[config.mk]
export PLATFORM = sky130hd
export DESIGN_NAME = piecewise_linear_interpolator_unit_flat
export DESIGN_NICKNAME = d
export VERILOG_FILES = /design/src/rtl/pli_pkg.sv /design/src/rtl/pli_in_if.sv /design/src/rtl/pli_out_if.sv /design/src/rtl/pli_ctrl.sv /design/src/rtl/pli_dp.sv /design/src/rtl/piecewise_linear_interpolator_unit.sv /design/src/flat_wrapper.sv
export VERILOG_INCLUDE_DIRS = /design/src /design/src/rtl
export SDC_FILE = /design/constraint.sdc
export NUM_CORES = 2
export LEC_CHECK = 0
export BUFFER_PORTS_ARGS = -buffer_cell sky130_fd_sc_hd__buf_4
export CORE_UTILIZATION = 44
export DETAILED_ROUTE_END_ITERATION = 8
export GPL_TIMING_DRIVEN = 0
export PLACE_DENSITY = 0.58
export SYNTH_ARGS = -nofsm -noshare
export SYNTH_HDL_FRONTEND = slang
export SYNTH_SLANG_ARGS = --single-unit
[constraint.sdc]
create_clock -name clk -period 9.7 [get_ports clk]
set_input_delay 1.94 -clock clk [delete_from_list [all_inputs] [get_ports clk]]
set_output_delay 1.94 -clock clk [all_outputs]
set_load 0.02 [all_outputs]
[src/rtl/piecewise_linear_interpolator_unit_assert.svh]
// ----------------------------------------------------------------------------
// Piecewise linear interpolator assertion macros
// Concurrent assertion wrappers; define NO_ASSERTIONS to compile them out.
// ----------------------------------------------------------------------------
`ifndef PIECEWISE_LINEAR_INTERPOLATOR_UNIT_ASSERT_SVH
`define PIECEWISE_LINEAR_INTERPOLATOR_UNIT_ASSERT_SVH

`ifndef NO_ASSERTIONS

`define PLI_ASSERT(name, clk, rst_n, prop) \
  name: assert property (@(posedge clk) disable iff (!rst_n) prop) \
    else $error("pli assertion failed");

`define PLI_ASSERT_ALWAYS(name, clk, prop) \
  name: assert property (@(posedge clk) prop) \
    else $error("pli assertion failed");

`else

`define PLI_ASSERT(name, clk, rst_n, prop)

`define PLI_ASSERT_ALWAYS(name, clk, prop)

`endif

`endif

[src/rtl/pli_pkg.sv]
// ----------------------------------------------------------------------------
// Piecewise linear interpolator package
// Widths, codes and controller/datapath bundles shared by the block.
// ----------------------------------------------------------------------------
`default_nettype none

package pli_pkg;

  localparam int unsigned MaxPoints = 16;
  localparam int unsigned IdxW      = 4;
  localparam int unsigned CntW      = 5;
  localparam int unsigned XW        = 32;
  localparam int unsigned YW        = 32;
  localparam int unsigned MagW      = 32;
  localparam int unsigned DiffW     = 33;
  localparam int unsigned ProdW     = 64;
  localparam int unsigned DivSteps  = 34;
  localparam int unsigned QW        = DivSteps + 1;
  localparam int unsigned SumW      = QW + 1;
  localparam int unsigned StepW     = 6;
  localparam int unsigned EntryW    = XW + YW;

  localparam logic [CntW-1:0] CountMin   = 5'd2;
  localparam logic [CntW-1:0] CountMax   = 5'd16;
  localparam logic [CntW-1:0] CountReset = 5'd16;

  localparam logic ModeLoad  = 1'b0;
  localparam logic ModeQuery = 1'b1;

  localparam logic [1:0] ExtInside = 2'd0;
  localparam logic [1:0] ExtBelow  = 2'd1;
  localparam logic [1:0] ExtAbove  = 2'd2;

  localparam logic [QW-1:0] QClamp = {1'b1, {DivSteps{1'b0}}};

  typedef struct packed {
    logic load;
    logic start;
    logic rd_srch;
    logic cmp;
    logic rd_lo;
    logic rd_hi;
    logic diff;
    logic mul;
    logic div_init;
    logic div_step;
    logic fin;
  } pli_cmd_t;

  typedef struct packed {
    logic srch_done;
    logic div_last;
    logic out_free;
  } pli_sts_t;

  typedef struct packed {
    logic signed [YW-1:0] result_y;
    logic [IdxW-1:0]      segment;
    logic [1:0]           extrapolated;
    logic                 div_error;
    logic                 saturated;
  } pli_res_t;

endpackage

`default_nettype wire

[src/rtl/pli_in_if.sv]
// ----------------------------------------------------------------------------
// Piecewise linear interpolator request channel
// Valid/ready channel carrying load and query requests.
// ----------------------------------------------------------------------------
`default_nettype none

interface pli_in_if;
  logic                          valid;
  logic                          ready;
  logic                          mode;
  logic [pli_pkg::IdxW-1:0]      index;
  logic [pli_pkg::XW-1:0]        x_value;
  logic signed [pli_pkg::YW-1:0] y_value;

  modport source (output valid, output mode, output index, output x_value,
                  output y_value, input ready);
  modport sink (input valid, input mode, input index, input x_value,
                input y_value, output ready);
endinterface

`default_nettype wire

[src/rtl/pli_out_if.sv]
// ----------------------------------------------------------------------------
// Piecewise linear interpolator result channel
// Valid/ready channel carrying one result per query request.
// ----------------------------------------------------------------------------
`default_nettype none

interface pli_out_if;
  logic                          valid;
  logic                          ready;
  logic signed [pli_pkg::YW-1:0] result_y;
  logic [pli_pkg::IdxW-1:0]      segment;
  logic [1:0]                    extrapolated;
  logic                          div_error;
  logic                          saturated;

  modport source (output valid, output result_y, output segment,
                  output extrapolated, output div_error, output saturated,
                  input ready);
  modport sink (input valid, input result_y, input segment, input extrapolated,
                input div_error, input saturated, output ready);
endinterface

`default_nettype wire

[src/rtl/pli_ctrl.sv]
// ----------------------------------------------------------------------------
// Piecewise linear interpolator controller
// Sequences search, operand fetch, multiply, divide and result hand-off.
// ----------------------------------------------------------------------------
`default_nettype none
`include "piecewise_linear_interpolator_unit_assert.svh"

module pli_ctrl (
  input  logic              clk,
  input  logic              rst_n,
  input  logic              in_valid,
  input  logic              in_mode,
  output logic              in_ready,
  input  pli_pkg::pli_sts_t sts,
  output pli_pkg::pli_cmd_t cmd
);
  import pli_pkg::*;

  typedef enum logic [9:0] {
    S_IDLE  = 10'b0000000001,
    S_SRD   = 10'b0000000010,
    S_SCMP  = 10'b0000000100,
    S_RLO   = 10'b0000001000,
    S_RHI   = 10'b0000010000,
    S_DIFF  = 10'b0000100000,
    S_MUL   = 10'b0001000000,
    S_DINIT = 10'b0010000000,
    S_DIV   = 10'b0100000000,
    S_FIN   = 10'b1000000000
  } pli_state_t;

  pli_state_t state_r;
  pli_state_t state_nxt;
  logic       accept;

  assign in_ready = (state_r == S_IDLE);
  assign accept   = in_valid && in_ready;

  always_comb begin
    cmd          = '0;
    cmd.load     = accept && (in_mode == ModeLoad);
    cmd.start    = accept && (in_mode == ModeQuery);
    cmd.rd_srch  = (state_r == S_SRD);
    cmd.cmp      = (state_r == S_SCMP);
    cmd.rd_lo    = (state_r == S_RLO);
    cmd.rd_hi    = (state_r == S_RHI);
    cmd.diff     = (state_r == S_DIFF);
    cmd.mul      = (state_r == S_MUL);
    cmd.div_init = (state_r == S_DINIT);
    cmd.div_step = (state_r == S_DIV);
    cmd.fin      = (state_r == S_FIN) && sts.out_free;
  end

  always_comb begin
    state_nxt = state_r;
    unique case (state_r)
      S_IDLE: begin
        if (accept && (in_mode == ModeQuery)) state_nxt = S_SRD;
      end
      S_SRD:   state_nxt = S_SCMP;
      S_SCMP: begin
        state_nxt = sts.srch_done ? S_RLO : S_SRD;
      end
      S_RLO:   state_nxt = S_RHI;
      S_RHI:   state_nxt = S_DIFF;
      S_DIFF:  state_nxt = S_MUL;
      S_MUL:   state_nxt = S_DINIT;
      S_DINIT: state_nxt = S_DIV;
      S_DIV: begin
        if (sts.div_last) state_nxt = S_FIN;
      end
      S_FIN: begin
        if (sts.out_free) state_nxt = S_IDLE;
      end
      default: state_nxt = S_IDLE;
    endcase
  end

  always_ff @(posedge clk) begin
    if (!rst_n) begin
      state_r <= S_IDLE;
    end else begin
      state_r <= state_nxt;
    end
  end

  `PLI_ASSERT_ALWAYS(a_reset_idle, clk, !rst_n |=> state_r == S_IDLE)
  `PLI_ASSERT(a_fin_after_div, clk, rst_n,
              state_r == S_FIN |-> $past(state_r) == S_DIV || $past(state_r) == S_FIN)
  `PLI_ASSERT(a_no_accept_busy, clk, rst_n,
              state_r != S_IDLE |-> !cmd.load && !cmd.start)

endmodule

`default_nettype wire

[src/rtl/pli_dp.sv]
// ----------------------------------------------------------------------------
// Piecewise linear interpolator datapath
// Breakpoint memory, search counter, multiplier, restoring divider, output.
// ----------------------------------------------------------------------------
`default_nettype none
`include "piecewise_linear_interpolator_unit_assert.svh"

module pli_dp (
  input  logic                          clk,
  input  logic                          rst_n,
  input  logic                          cfg_we,
  input  logic [pli_pkg::CntW-1:0]      cfg_data,
  input  pli_pkg::pli_cmd_t             cmd,
  output pli_pkg::pli_sts_t             sts,
  input  logic [pli_pkg::IdxW-1:0]      in_index,
  input  logic [pli_pkg::XW-1:0]        in_x_value,
  input  logic signed [pli_pkg::YW-1:0] in_y_value,
  input  logic                          out_ready,
  output logic                          out_valid,
  output pli_pkg::pli_res_t             out_res
);
  import pli_pkg::*;

  logic [EntryW-1:0]      mem [MaxPoints];
  logic [EntryW-1:0]      mem_q_r;
  logic [CntW-1:0]        count_r;
  logic [CntW-1:0]        n_eff;
  logic [CntW-1:0]        n_r;
  logic [CntW-1:0]        i_r;
  logic [XW-1:0]          xq_r;
  logic [XW-1:0]          x0_r;
  logic [YW-1:0]          y0_r;
  logic                   x_lt;
  logic                   at_first;
  logic                   at_end;
  logic [CntW-1:0]        lo_idx;
  logic [CntW-1:0]        hi_idx;
  logic [IdxW-1:0]        rd_addr;
  logic [XW-1:0]          x1;
  logic [YW-1:0]          y1;
  logic [DiffW-1:0]       num_s;
  logic [DiffW-1:0]       den_s;
  logic [DiffW-1:0]       dy_s;
  logic [DiffW-1:0]       num_n;
  logic [DiffW-1:0]       den_n;
  logic [DiffW-1:0]       dy_n;
  logic [MagW-1:0]        num_mag_r;
  logic [MagW-1:0]        den_mag_r;
  logic [MagW-1:0]        dy_mag_r;
  logic                   neg_r;
  logic                   den_zero_r;
  logic [1:0]             ext_r;
  logic [IdxW-1:0]        seg_r;
  logic [ProdW-1:0]       prod_r;
  logic [MagW-1:0]        rem_r;
  logic [DivSteps-1:0]    dq_r;
  logic                   ovf_r;
  logic [StepW-1:0]       step_r;
  logic [MagW-1:0]        rem_init;
  logic [MagW:0]          trial;
  logic [MagW:0]          trial_sub;
  logic                   trial_ge;
  logic [QW-1:0]          q;
  logic [SumW-1:0]        y0_ext;
  logic [SumW-1:0]        q_ext;
  logic [SumW-1:0]        sum;
  logic                   sat_nxt;
  pli_res_t               res_nxt;
  logic                   out_valid_r;
  pli_res_t               out_q_r;

  always_comb begin
    if (count_r < CountMin) begin
      n_eff = CountMin;
    end else if (count_r > CountMax) begin
      n_eff = CountMax;
    end else begin
      n_eff = count_r;
    end
  end

  always_ff @(posedge clk) begin
    if (!rst_n) begin
      count_r <= CountReset;
    end else if (cfg_we) begin
      count_r <= cfg_data;
    end
  end

  assign x_lt     = mem_q_r[EntryW-1:YW] < xq_r;
  assign at_first = (i_r == '0);
  assign at_end   = (i_r == n_r);

  always_comb begin
    if (at_first) begin
      lo_idx = '0;
      hi_idx = CntW'(1);
    end else if (at_end) begin
      lo_idx = n_r - CntW'(1);
      hi_idx = n_r - CntW'(2);
    end else begin
      lo_idx = i_r - CntW'(1);
      hi_idx = i_r;
    end
  end

  always_comb begin
    if (cmd.rd_srch) begin
      rd_addr = i_r[IdxW-1:0];
    end else if (cmd.rd_lo) begin
      rd_addr = lo_idx[IdxW-1:0];
    end else begin
      rd_addr = hi_idx[IdxW-1:0];
    end
  end

  always_ff @(posedge clk) begin
    if (cmd.load) begin
      mem[in_index] <= {in_x_value, in_y_value};
    end
    if (cmd.rd_srch || cmd.rd_lo || cmd.rd_hi) begin
      mem_q_r <= mem[rd_addr];
    end
  end

  always_ff @(posedge clk) begin
    if (!rst_n) begin
      i_r <= '0;
      n_r <= CountMin;
    end else if (cmd.start) begin
      i_r <= '0;
      n_r <= n_eff;
    end else if (cmd.cmp && x_lt) begin
      i_r <= i_r + CntW'(1);
    end
  end

  always_ff @(posedge clk) begin
    if (cmd.start) begin
      xq_r <= in_x_value;
    end
    if (cmd.rd_hi) begin
      x0_r <= mem_q_r[EntryW-1:YW];
      y0_r <= mem_q_r[YW-1:0];
    end
  end

  assign x1    = mem_q_r[EntryW-1:YW];
  assign y1    = mem_q_r[YW-1:0];
  assign num_s = {1'b0, xq_r} - {1'b0, x0_r};
  assign den_s = {1'b0, x1} - {1'b0, x0_r};
  assign dy_s  = {y1[YW-1], y1} - {y0_r[YW-1], y0_r};
  assign num_n = '0 - num_s;
  assign den_n = '0 - den_s;
  assign dy_n  = '0 - dy_s;

  always_ff @(posedge clk) begin
    if (cmd.diff) begin
      num_mag_r  <= num_s[DiffW-1] ? num_n[MagW-1:0] : num_s[MagW-1:0];
      den_mag_r  <= den_s[DiffW-1] ? den_n[MagW-1:0] : den_s[MagW-1:0];
      dy_mag_r   <= dy_s[DiffW-1] ? dy_n[MagW-1:0] : dy_s[MagW-1:0];
      neg_r      <= dy_s[DiffW-1] ^ num_s[DiffW-1] ^ den_s[DiffW-1];
      den_zero_r <= (den_s == '0);
      seg_r      <= at_end ? hi_idx[IdxW-1:0] : lo_idx[IdxW-1:0];
      if (at_first) begin
        ext_r <= num_s[DiffW-1] ? ExtBelow : ExtInside;
      end else if (at_end) begin
        ext_r <= ExtAbove;
      end else begin
        ext_r <= ExtInside;
      end
    end
    if (cmd.mul) begin
      prod_r <= dy_mag_r * num_mag_r;
    end
  end

  assign rem_init  = {{(MagW - ProdW + DivSteps){1'b0}}, prod_r[ProdW-1:DivSteps]};
  assign trial     = {rem_r, dq_r[DivSteps-1]};
  assign trial_sub = trial - {1'b0, den_mag_r};
  assign trial_ge  = trial >= {1'b0, den_mag_r};

  always_ff @(posedge clk) begin
    if (cmd.div_init) begin
      rem_r  <= rem_init;
      dq_r   <= prod_r[DivSteps-1:0];
      ovf_r  <= rem_init >= den_mag_r;
      step_r <= '0;
    end else if (cmd.div_step) begin
      rem_r  <= trial_ge ? trial_sub[MagW-1:0] : trial[MagW-1:0];
      dq_r   <= {dq_r[DivSteps-2:0], trial_ge};
      step_r <= step_r + StepW'(1);
    end
  end

  assign q      = ovf_r ? QClamp : {1'b0, dq_r};
  assign y0_ext = {{(SumW - YW){y0_r[YW-1]}}, y0_r};
  assign q_ext  = {1'b0, q};
  assign sum    = neg_r ? (y0_ext - q_ext) : (y0_ext + q_ext);
  assign sat_nxt = !((sum[SumW-1:YW-1] == '0) || (sum[SumW-1:YW-1] == '1));

  always_comb begin
    res_nxt.segment      = seg_r;
    res_nxt.extrapolated = ext_r;
    res_nxt.div_error    = den_zero_r;
    if (den_zero_r) begin
      res_nxt.result_y  = '0;
      res_nxt.saturated = 1'b0;
    end else if (sat_nxt) begin
      res_nxt.result_y  = sum[SumW-1] ? {1'b1, {(YW-1){1'b0}}} : {1'b0, {(YW-1){1'b1}}};
      res_nxt.saturated = 1'b1;
    end else begin
      res_nxt.result_y  = sum[YW-1:0];
      res_nxt.saturated = 1'b0;
    end
  end

  always_ff @(posedge clk) begin
    if (!rst_n) begin
      out_valid_r <= 1'b0;
    end else if (cmd.fin) begin
      out_valid_r <= 1'b1;
    end else if (out_ready) begin
      out_valid_r <= 1'b0;
    end
  end

  always_ff @(posedge clk) begin
    if (cmd.fin) begin
      out_q_r <= res_nxt;
    end
  end

  assign out_valid     = out_valid_r;
  assign out_res       = out_q_r;
  assign sts.srch_done = !x_lt || ((i_r + CntW'(1)) == n_r);
  assign sts.div_last  = (step_r == StepW'(DivSteps - 1));
  assign sts.out_free  = !out_valid_r || out_ready;

  `PLI_ASSERT(a_valid_from_fin, clk, rst_n, $rose(out_valid_r) |-> $past(cmd.fin))
  `PLI_ASSERT(a_div_error_zero, clk, rst_n,
              out_valid_r && out_q_r.div_error |-> out_q_r.result_y == '0 && !out_q_r.saturated)
  `PLI_ASSERT(a_clamp_saturates, clk, rst_n, cmd.fin |-> !ovf_r || sat_nxt || den_zero_r)
  `PLI_ASSERT(a_search_bound, clk, rst_n, i_r <= n_r)

endmodule

`default_nettype wire

[src/rtl/piecewise_linear_interpolator_unit.sv]
// ----------------------------------------------------------------------------
// Piecewise linear interpolator unit
// A load request writes one breakpoint and gives no result. A query request
// scans the breakpoint table from entry 0, with a registered memory read and
// then a compare for each entry examined (1 up to the entry count, clamped to
// 2..16), and then goes on to operand fetch, a 32x32 multiply and a 34-step
// restoring divider. The result is loaded into the output register once that
// register is free; otherwise the final state holds until the earlier result
// is taken. The block takes its next request in the cycle after the result is
// loaded into the output register, even if that result has not yet been
// taken.
// ----------------------------------------------------------------------------
`default_nettype none

module piecewise_linear_interpolator_unit (
  input  logic                     clk,
  input  logic                     rst_n,
  pli_in_if.sink                   in_chan,
  pli_out_if.source                out_chan,
  input  logic                     cfg_we,
  input  logic [pli_pkg::CntW-1:0] cfg_data
);
  import pli_pkg::*;

  pli_cmd_t cmd;
  pli_sts_t sts;
  pli_res_t res;
  logic     in_ready;
  logic     out_valid;

  pli_ctrl u_ctrl (
    .clk      (clk),
    .rst_n    (rst_n),
    .in_valid (in_chan.valid),
    .in_mode  (in_chan.mode),
    .in_ready (in_ready),
    .sts      (sts),
    .cmd      (cmd)
  );

  pli_dp u_dp (
    .clk        (clk),
    .rst_n      (rst_n),
    .cfg_we     (cfg_we),
    .cfg_data   (cfg_data),
    .cmd        (cmd),
    .sts        (sts),
    .in_index   (in_chan.index),
    .in_x_value (in_chan.x_value),
    .in_y_value (in_chan.y_value),
    .out_ready  (out_chan.ready),
    .out_valid  (out_valid),
    .out_res    (res)
  );

  assign in_chan.ready         = in_ready;
  assign out_chan.valid        = out_valid;
  assign out_chan.result_y     = res.result_y;
  assign out_chan.segment      = res.segment;
  assign out_chan.extrapolated = res.extrapolated;
  assign out_chan.div_error    = res.div_error;
  assign out_chan.saturated    = res.saturated;

endmodule

`default_nettype wire
[src/flat_wrapper.sv]
// flat-port wrapper written by rule: the top's interface ports become plain ports
module piecewise_linear_interpolator_unit_flat import pli_pkg::*;
  (clk, rst_n, cfg_we, cfg_data, in_chan_valid, in_chan_mode, in_chan_index, in_chan_x_value, in_chan_y_value, in_chan_ready, out_chan_valid, out_chan_result_y, out_chan_segment, out_chan_extrapolated, out_chan_div_error, out_chan_saturated, out_chan_ready);
  pli_in_if in_chan_i ();
  pli_out_if out_chan_i ();
  input  logic clk;
  input  logic rst_n;
  input  logic cfg_we;
  input  logic [pli_pkg::CntW-1:0] cfg_data;
  input wire logic [$bits(in_chan_i.valid)-1:0] in_chan_valid;
  input wire logic [$bits(in_chan_i.mode)-1:0] in_chan_mode;
  input wire logic [$bits(in_chan_i.index)-1:0] in_chan_index;
  input wire logic [$bits(in_chan_i.x_value)-1:0] in_chan_x_value;
  input wire logic [$bits(in_chan_i.y_value)-1:0] in_chan_y_value;
  output wire logic [$bits(in_chan_i.ready)-1:0] in_chan_ready;
  output wire logic [$bits(out_chan_i.valid)-1:0] out_chan_valid;
  output wire logic [$bits(out_chan_i.result_y)-1:0] out_chan_result_y;
  output wire logic [$bits(out_chan_i.segment)-1:0] out_chan_segment;
  output wire logic [$bits(out_chan_i.extrapolated)-1:0] out_chan_extrapolated;
  output wire logic [$bits(out_chan_i.div_error)-1:0] out_chan_div_error;
  output wire logic [$bits(out_chan_i.saturated)-1:0] out_chan_saturated;
  input wire logic [$bits(out_chan_i.ready)-1:0] out_chan_ready;
  assign in_chan_i.valid = in_chan_valid;
  assign in_chan_i.mode = in_chan_mode;
  assign in_chan_i.index = in_chan_index;
  assign in_chan_i.x_value = in_chan_x_value;
  assign in_chan_i.y_value = in_chan_y_value;
  assign in_chan_ready = in_chan_i.ready;
  assign out_chan_valid = out_chan_i.valid;
  assign out_chan_result_y = out_chan_i.result_y;
  assign out_chan_segment = out_chan_i.segment;
  assign out_chan_extrapolated = out_chan_i.extrapolated;
  assign out_chan_div_error = out_chan_i.div_error;
  assign out_chan_saturated = out_chan_i.saturated;
  assign out_chan_i.ready = out_chan_ready;
  piecewise_linear_interpolator_unit u_core (.clk(clk), .rst_n(rst_n), .in_chan(in_chan_i), .out_chan(out_chan_i), .cfg_we(cfg_we), .cfg_data(cfg_data));
endmodule
==> results.yml <==
min_path:
  timing.hold.worst.class: "reg -> reg"
  timing.hold.worst_endpoint: "u_core.u_dp.out_res[4]"
  timing.hold.worst_path_depth: 0
  worst_hold_startpoint: "u_core.u_dp.seg_r[0]"
drt:
  drcViolationCount: 0
  wl_mm: 320.5
  viasPerCell: 5.456
  detail_route.iter0.violations: 4899
  drt.antenna.violating_nets: 0
  wl_per_cell_um: 25.65
  drt-pass1-iter-count: 8
  route.vias.total: 68170
power:
  power.leakage_nw: 44.59
  pwr_density_cell_mw_per_mm2: 127.1
  total_power_w: 0.01473
  ir_worst_vdd_v: 0.0001906
worst_setup_path:
  worstPathArrival_ns: 10.09
  startpoint_type: "register"
  cp_slowest_cell: "sky130_fd_sc_hd__clkbuf_1"
  critPathCaptureType: "register"
  critical-path-top-cell-by-count: "sky130_fd_sc_hd__fa_1"
  crit-reg2reg-capture: "u_core.u_dp.prod_r[63]"
  critPathMaxStageDelay_ns: 0.69
  critPathRequiredTime_ns: 10.21
  timing.reg2reg.setup_slack_ns: 0.12
  timing.setup.critical_path_class: "reg -> reg"
  critical_path.reg2reg.startpoint: "u_core.u_dp.dy_mag_r[7]"
  length_in_cells_of_the_worst_reg_to_reg_path: 26
  worst-path-max-fanout: 10
timing:
  drv_slew: 0
  fin_crit_ns: 9.584
  skew_ns: 0.06203
  fmaxAchievable_ghz: 0.1043
  grt_setup_unrepaired: "true"
  final_hold_viol_count: 0
  max_slew_margin: 0.05898
  fin_worst_hold_slack_ns: 0.4173
  final-setup-viol-count: 0
  layout_worst_path_cycle_share: 0.9880
  worst_slew_pin_slew_ns: 1.409
job:
  cap_violations: 0
layout:
  synthToLayoutAreaGrowth_pct: 11.13
  layout.core_utilization: 0.4922
  post_route_cells_drive_above_1_share: 0.06987
  final_net_count: 10685
clocking:
  htree_levels: 4
  insertion_delay_ns: 0.82
  numClockSinks: 1491
  clock_slew_at_the_register_clock_pins_of_the_worst_setup_and_hold_paths_ns: 0.06
  bufs_on_longest_clock_path: 3
  postCtsHoldBufs: 0
  tritoncts: "done"
  cts_made_buffers: 155
  ctsRootBufferMaster: "sky130_fd_sc_hd__clkbuf_16"
run_status:
  run_status: "finished, final reports clean"
floorplanning:
  placementRows: 178
  io_pins: 121
  die_w_um: 488.8
  coreArea_mm2: 0.2354
  die_height_um: 488.8
  starting_utilization_of_the_core_area: 0.4429
  dieArea_mm2: 0.2389
synth:
  synth-main-ff-cell: "sky130_fd_sc_hd__edfxtp_1"
  post_synth_and_or_nand_nor_area_fraction: 0.1025
  netlist_area_mm2: 0.1043
  ys_async_sr_fraction: 0
  synth_area_per_cell_um2: 11.77
  post_synth_mux_area_share: 0.09363
  synth_cell_types: 93
  synth-compound-area-share: 0.06337
  synth.yosys.warnings: 0
  synth_nets: 10333
  synth_top_family_by_area: "adder cells"
  yosysSeqAreaShare: 0.4262
  post_synth_inst_count: 8856
  ys_seq_elements: 1491
  number_of_flops_mapped_to_enable_cells_by_yosys: 1457
  post_synthesis_adder_cell_area_fraction: 0.2327
  synth_xor_xnor_area_share: 0.02671
place:
  port_buffers: 119
  routability_congestion: 1.021
  placed_wire_length_estimate_after_detailed_placement_mm: 253.2
grt:
  grt_pass1_wl_mm: 470.8
  overflow_left_after_global_routing: 0
  grt_pass1_vias: 69952
  global_route_usage_sum: 0.2708
  antenna_found_initial: 31
  grt_start_max_net_pins: 65
-- through the flow --
stage / TNS (ns) / std cells / cell area (um2) / worst slack (ns)
after floorplan: 0 / 8856 / 104300 / 1.940
after global placement: -706.86 / 12125 / 109100 / -3.124
after detailed placement: -15.84 / 12195 / 110300 / -1.683
after CTS: 0 / 12478 / 115700 / 0.001795
after global routing: -0.07786 / 12488 / 115800 / -0.07786
final: 0 / 12495 / 115900 / 0.1161
-- cells in the final DEF, fill, tap and decap left out, types with 16 or more instances in the layout --
master | netlist | final
sky130_fd_sc_hd__nor4_1 | 22 | 22
sky130_fd_sc_hd__mux2i_1 | 973 | 973
sky130_fd_sc_hd__buf_12 | 1 | 30
sky130_fd_sc_hd__clkinv_1 | 1 | 28
sky130_fd_sc_hd__bufinv_16 | 0 | 18
sky130_fd_sc_hd__buf_4 | 0 | 124
sky130_fd_sc_hd__a31oi_1 | 55 | 55
sky130_fd_sc_hd__nand2_1 | 785 | 783
sky130_fd_sc_hd__buf_6 | 0 | 31
sky130_fd_sc_hd__ha_1 | 497 | 496
sky130_fd_sc_hd__clkbuf_2 | 1 | 85
sky130_fd_sc_hd__clkinv_2 | 0 | 26
sky130_fd_sc_hd__nor3_1 | 69 | 63
sky130_fd_sc_hd__nand2b_1 | 31 | 31
sky130_fd_sc_hd__nand3_1 | 76 | 76
sky130_fd_sc_hd__o21bai_1 | 29 | 29
sky130_fd_sc_hd__clkbuf_16 | 0 | 159
sky130_fd_sc_hd__a21oi_1 | 320 | 319
sky130_fd_sc_hd__fa_1 | 901 | 901
sky130_fd_sc_hd__and2_1 | 634 | 634
sky130_fd_sc_hd__a21o_1 | 149 | 149
sky130_fd_sc_hd__clkbuf_1 | 334 | 274
sky130_fd_sc_hd__o31ai_1 | 20 | 19
sky130_fd_sc_hd__xnor2_1 | 198 | 198
sky130_fd_sc_hd__o21ai_0 | 236 | 234
sky130_fd_sc_hd__edfxtp_1 | 1457 | 1457
sky130_fd_sc_hd__o21a_1 | 36 | 36
sky130_fd_sc_hd__and3_1 | 25 | 25
sky130_fd_sc_hd__nor2_1 | 262 | 249
sky130_fd_sc_hd__o211ai_1 | 27 | 27
sky130_fd_sc_hd__inv_1 | 1072 | 1072
sky130_fd_sc_hd__nor3b_1 | 17 | 16
sky130_fd_sc_hd__xor2_1 | 120 | 120
sky130_fd_sc_hd__or3_1 | 30 | 29
sky130_fd_sc_hd__dfxtp_1 | 34 | 34
sky130_fd_sc_hd__nor2b_1 | 50 | 49
sky130_fd_sc_hd__nand4_1 | 58 | 58
sky130_fd_sc_hd__buf_2 | 57 | 57
sky130_fd_sc_hd__a211oi_1 | 31 | 31
sky130_fd_sc_hd__buf_1 | 32 | 32
-- where the power goes --
| group | internal [W] | switching, W | leakage [nW] |
|---|---|---|---|
| Clock | 0.00350 | 0.00258 | 2.53 |
| Combinational | 0.000520 | 0.000871 | 28.7 |
| Sequential | 0.00719 | 0.0000624 | 13.4 |
-- cells in the mapped netlist (30+ instances only) --
| master | instances | share of area |
|---|---|---|
| sky130_fd_sc_hd__a21oi_1 | 320 | 0.015 |
| sky130_fd_sc_hd__edfxtp_1 | 1457 | 0.42 |
| sky130_fd_sc_hd__buf_2 | 57 | 0.0027 |
| sky130_fd_sc_hd__nand2_1 | 785 | 0.028 |
| sky130_fd_sc_hd__xor2_1 | 120 | 0.010 |
| sky130_fd_sc_hd__nand4_1 | 58 | 0.0035 |
| sky130_fd_sc_hd__buf_1 | 32 | 0.0012 |
| sky130_fd_sc_hd__clkbuf_1 | 334 | 0.012 |
| sky130_fd_sc_hd__nor3_1 | 69 | 0.0033 |
| sky130_fd_sc_hd__nor2b_1 | 50 | 0.0030 |
| sky130_fd_sc_hd__mux2i_1 | 973 | 0.093 |
| sky130_fd_sc_hd__nand2b_1 | 31 | 0.0019 |
| sky130_fd_sc_hd__xnor2_1 | 198 | 0.017 |
| sky130_fd_sc_hd__fa_1 | 901 | 0.17 |
| sky130_fd_sc_hd__a21o_1 | 149 | 0.011 |
| sky130_fd_sc_hd__o21ai_0 | 236 | 0.011 |
| sky130_fd_sc_hd__a31oi_1 | 55 | 0.0033 |
| sky130_fd_sc_hd__o21a_1 | 36 | 0.0026 |
| sky130_fd_sc_hd__dfxtp_1 | 34 | 0.0065 |
| sky130_fd_sc_hd__nor2_1 | 262 | 0.0094 |
| sky130_fd_sc_hd__nand3_1 | 76 | 0.0036 |
| sky130_fd_sc_hd__and2_1 | 634 | 0.038 |
| sky130_fd_sc_hd__a211oi_1 | 31 | 0.0022 |
| sky130_fd_sc_hd__or3_1 | 30 | 0.0018 |
| sky130_fd_sc_hd__inv_1 | 1072 | 0.039 |
| sky130_fd_sc_hd__ha_1 | 497 | 0.060 |
-- metal layers --
layer	GRT usage	routed length, um	vias to the layer above
met5	0	174	-
met4	0.1111	14480	26
met3	0.03962	18770	483
met2	0.4511	153200	2008
met1	0.3536	133800	34738
li1	-	-	30915
-- flip-flops by register name, summed over array words and instances, names as in the netlist, 4 cells and up --
name	count
u_core.u_dp.xq_r	32
u_core.u_dp.dq_r	34
u_core.u_dp.count_r	5
u_core.u_dp.i_r	5
u_core.u_dp.mem_q_r	64
u_core.u_dp.prod_r	64
u_core.u_dp.n_r	5
u_core.u_dp.step_r	6
u_core.u_dp.seg_r	4
u_core.u_dp.dy_mag_r	32
u_core.u_dp.mem	1024
u_core.u_dp.den_mag_r	32
u_core.u_dp.rem_r	32
u_core.u_ctrl.state_r	10
u_core.u_dp.x0_r	32
u_core.u_dp.num_mag_r	32
u_core.u_dp.out_res	40
u_core.u_dp.y0_r	32
-- worst max-delay path by stage --
stage                                   from                       to
detailed placement  u_core.u_dp.num_mag_r[5]   u_core.u_dp.prod_r[60]
CTS                 u_core.u_dp.dy_mag_r[20]   u_core.u_dp.prod_r[59]
global placement                in_chan_mode  u_core.u_dp.mem[12][17]
floorplan           u_core.u_dp.dy_mag_r[29]   u_core.u_dp.prod_r[62]
global route        u_core.u_dp.dy_mag_r[11]   u_core.u_dp.prod_r[61]
finish               u_core.u_dp.dy_mag_r[7]   u_core.u_dp.prod_r[63]
-- worst max-delay path, delay by kind of cell, from the launching register on --
kind | cells | cell delay (ns)
DFF | 1 | 0.63
buffers and inverters | 6 | 1.25
adders and majority gates | 9 | 4.48
xor gates and xnor gates | 1 | 0.17
and+or+nand+nor | 1 | 0.27
AOI/OAI and AO/OA | 9 | 2.47
-- logic make-up (layout without fill, tap and decap cells) --
logic type	Yosys count	after routing
AND/OR/NAND/NOR	2129	2129
buffers and inverters	1499	1975
flip-flops	1491	1491
adder cells (fa/ha/maj)	1398	1398
AO/OA/AOI/OAI	1046	1046
multiplexers	975	975
XOR/XNOR	318	318
other	0	13
-- area by class of cell --
type	count	area, um2
sequential	1491	44430
fill	21047	119500
tap	3150	3941
clock buffer	185	4055
clock inverter	96	1141
multi-input combinational	5866	54330
inverter	1073	4028
buffer	426	1817
antenna	13	32.53
timing repair buffer	195	2086
-- timing repair --
item,CTS,global route
setup endpoints to repair,17,10
buffers inserted,2,3
hold endpoints to repair,0,0
gates resized for setup,59,94
No activity file was read; power rests on OpenSTA's default activity.
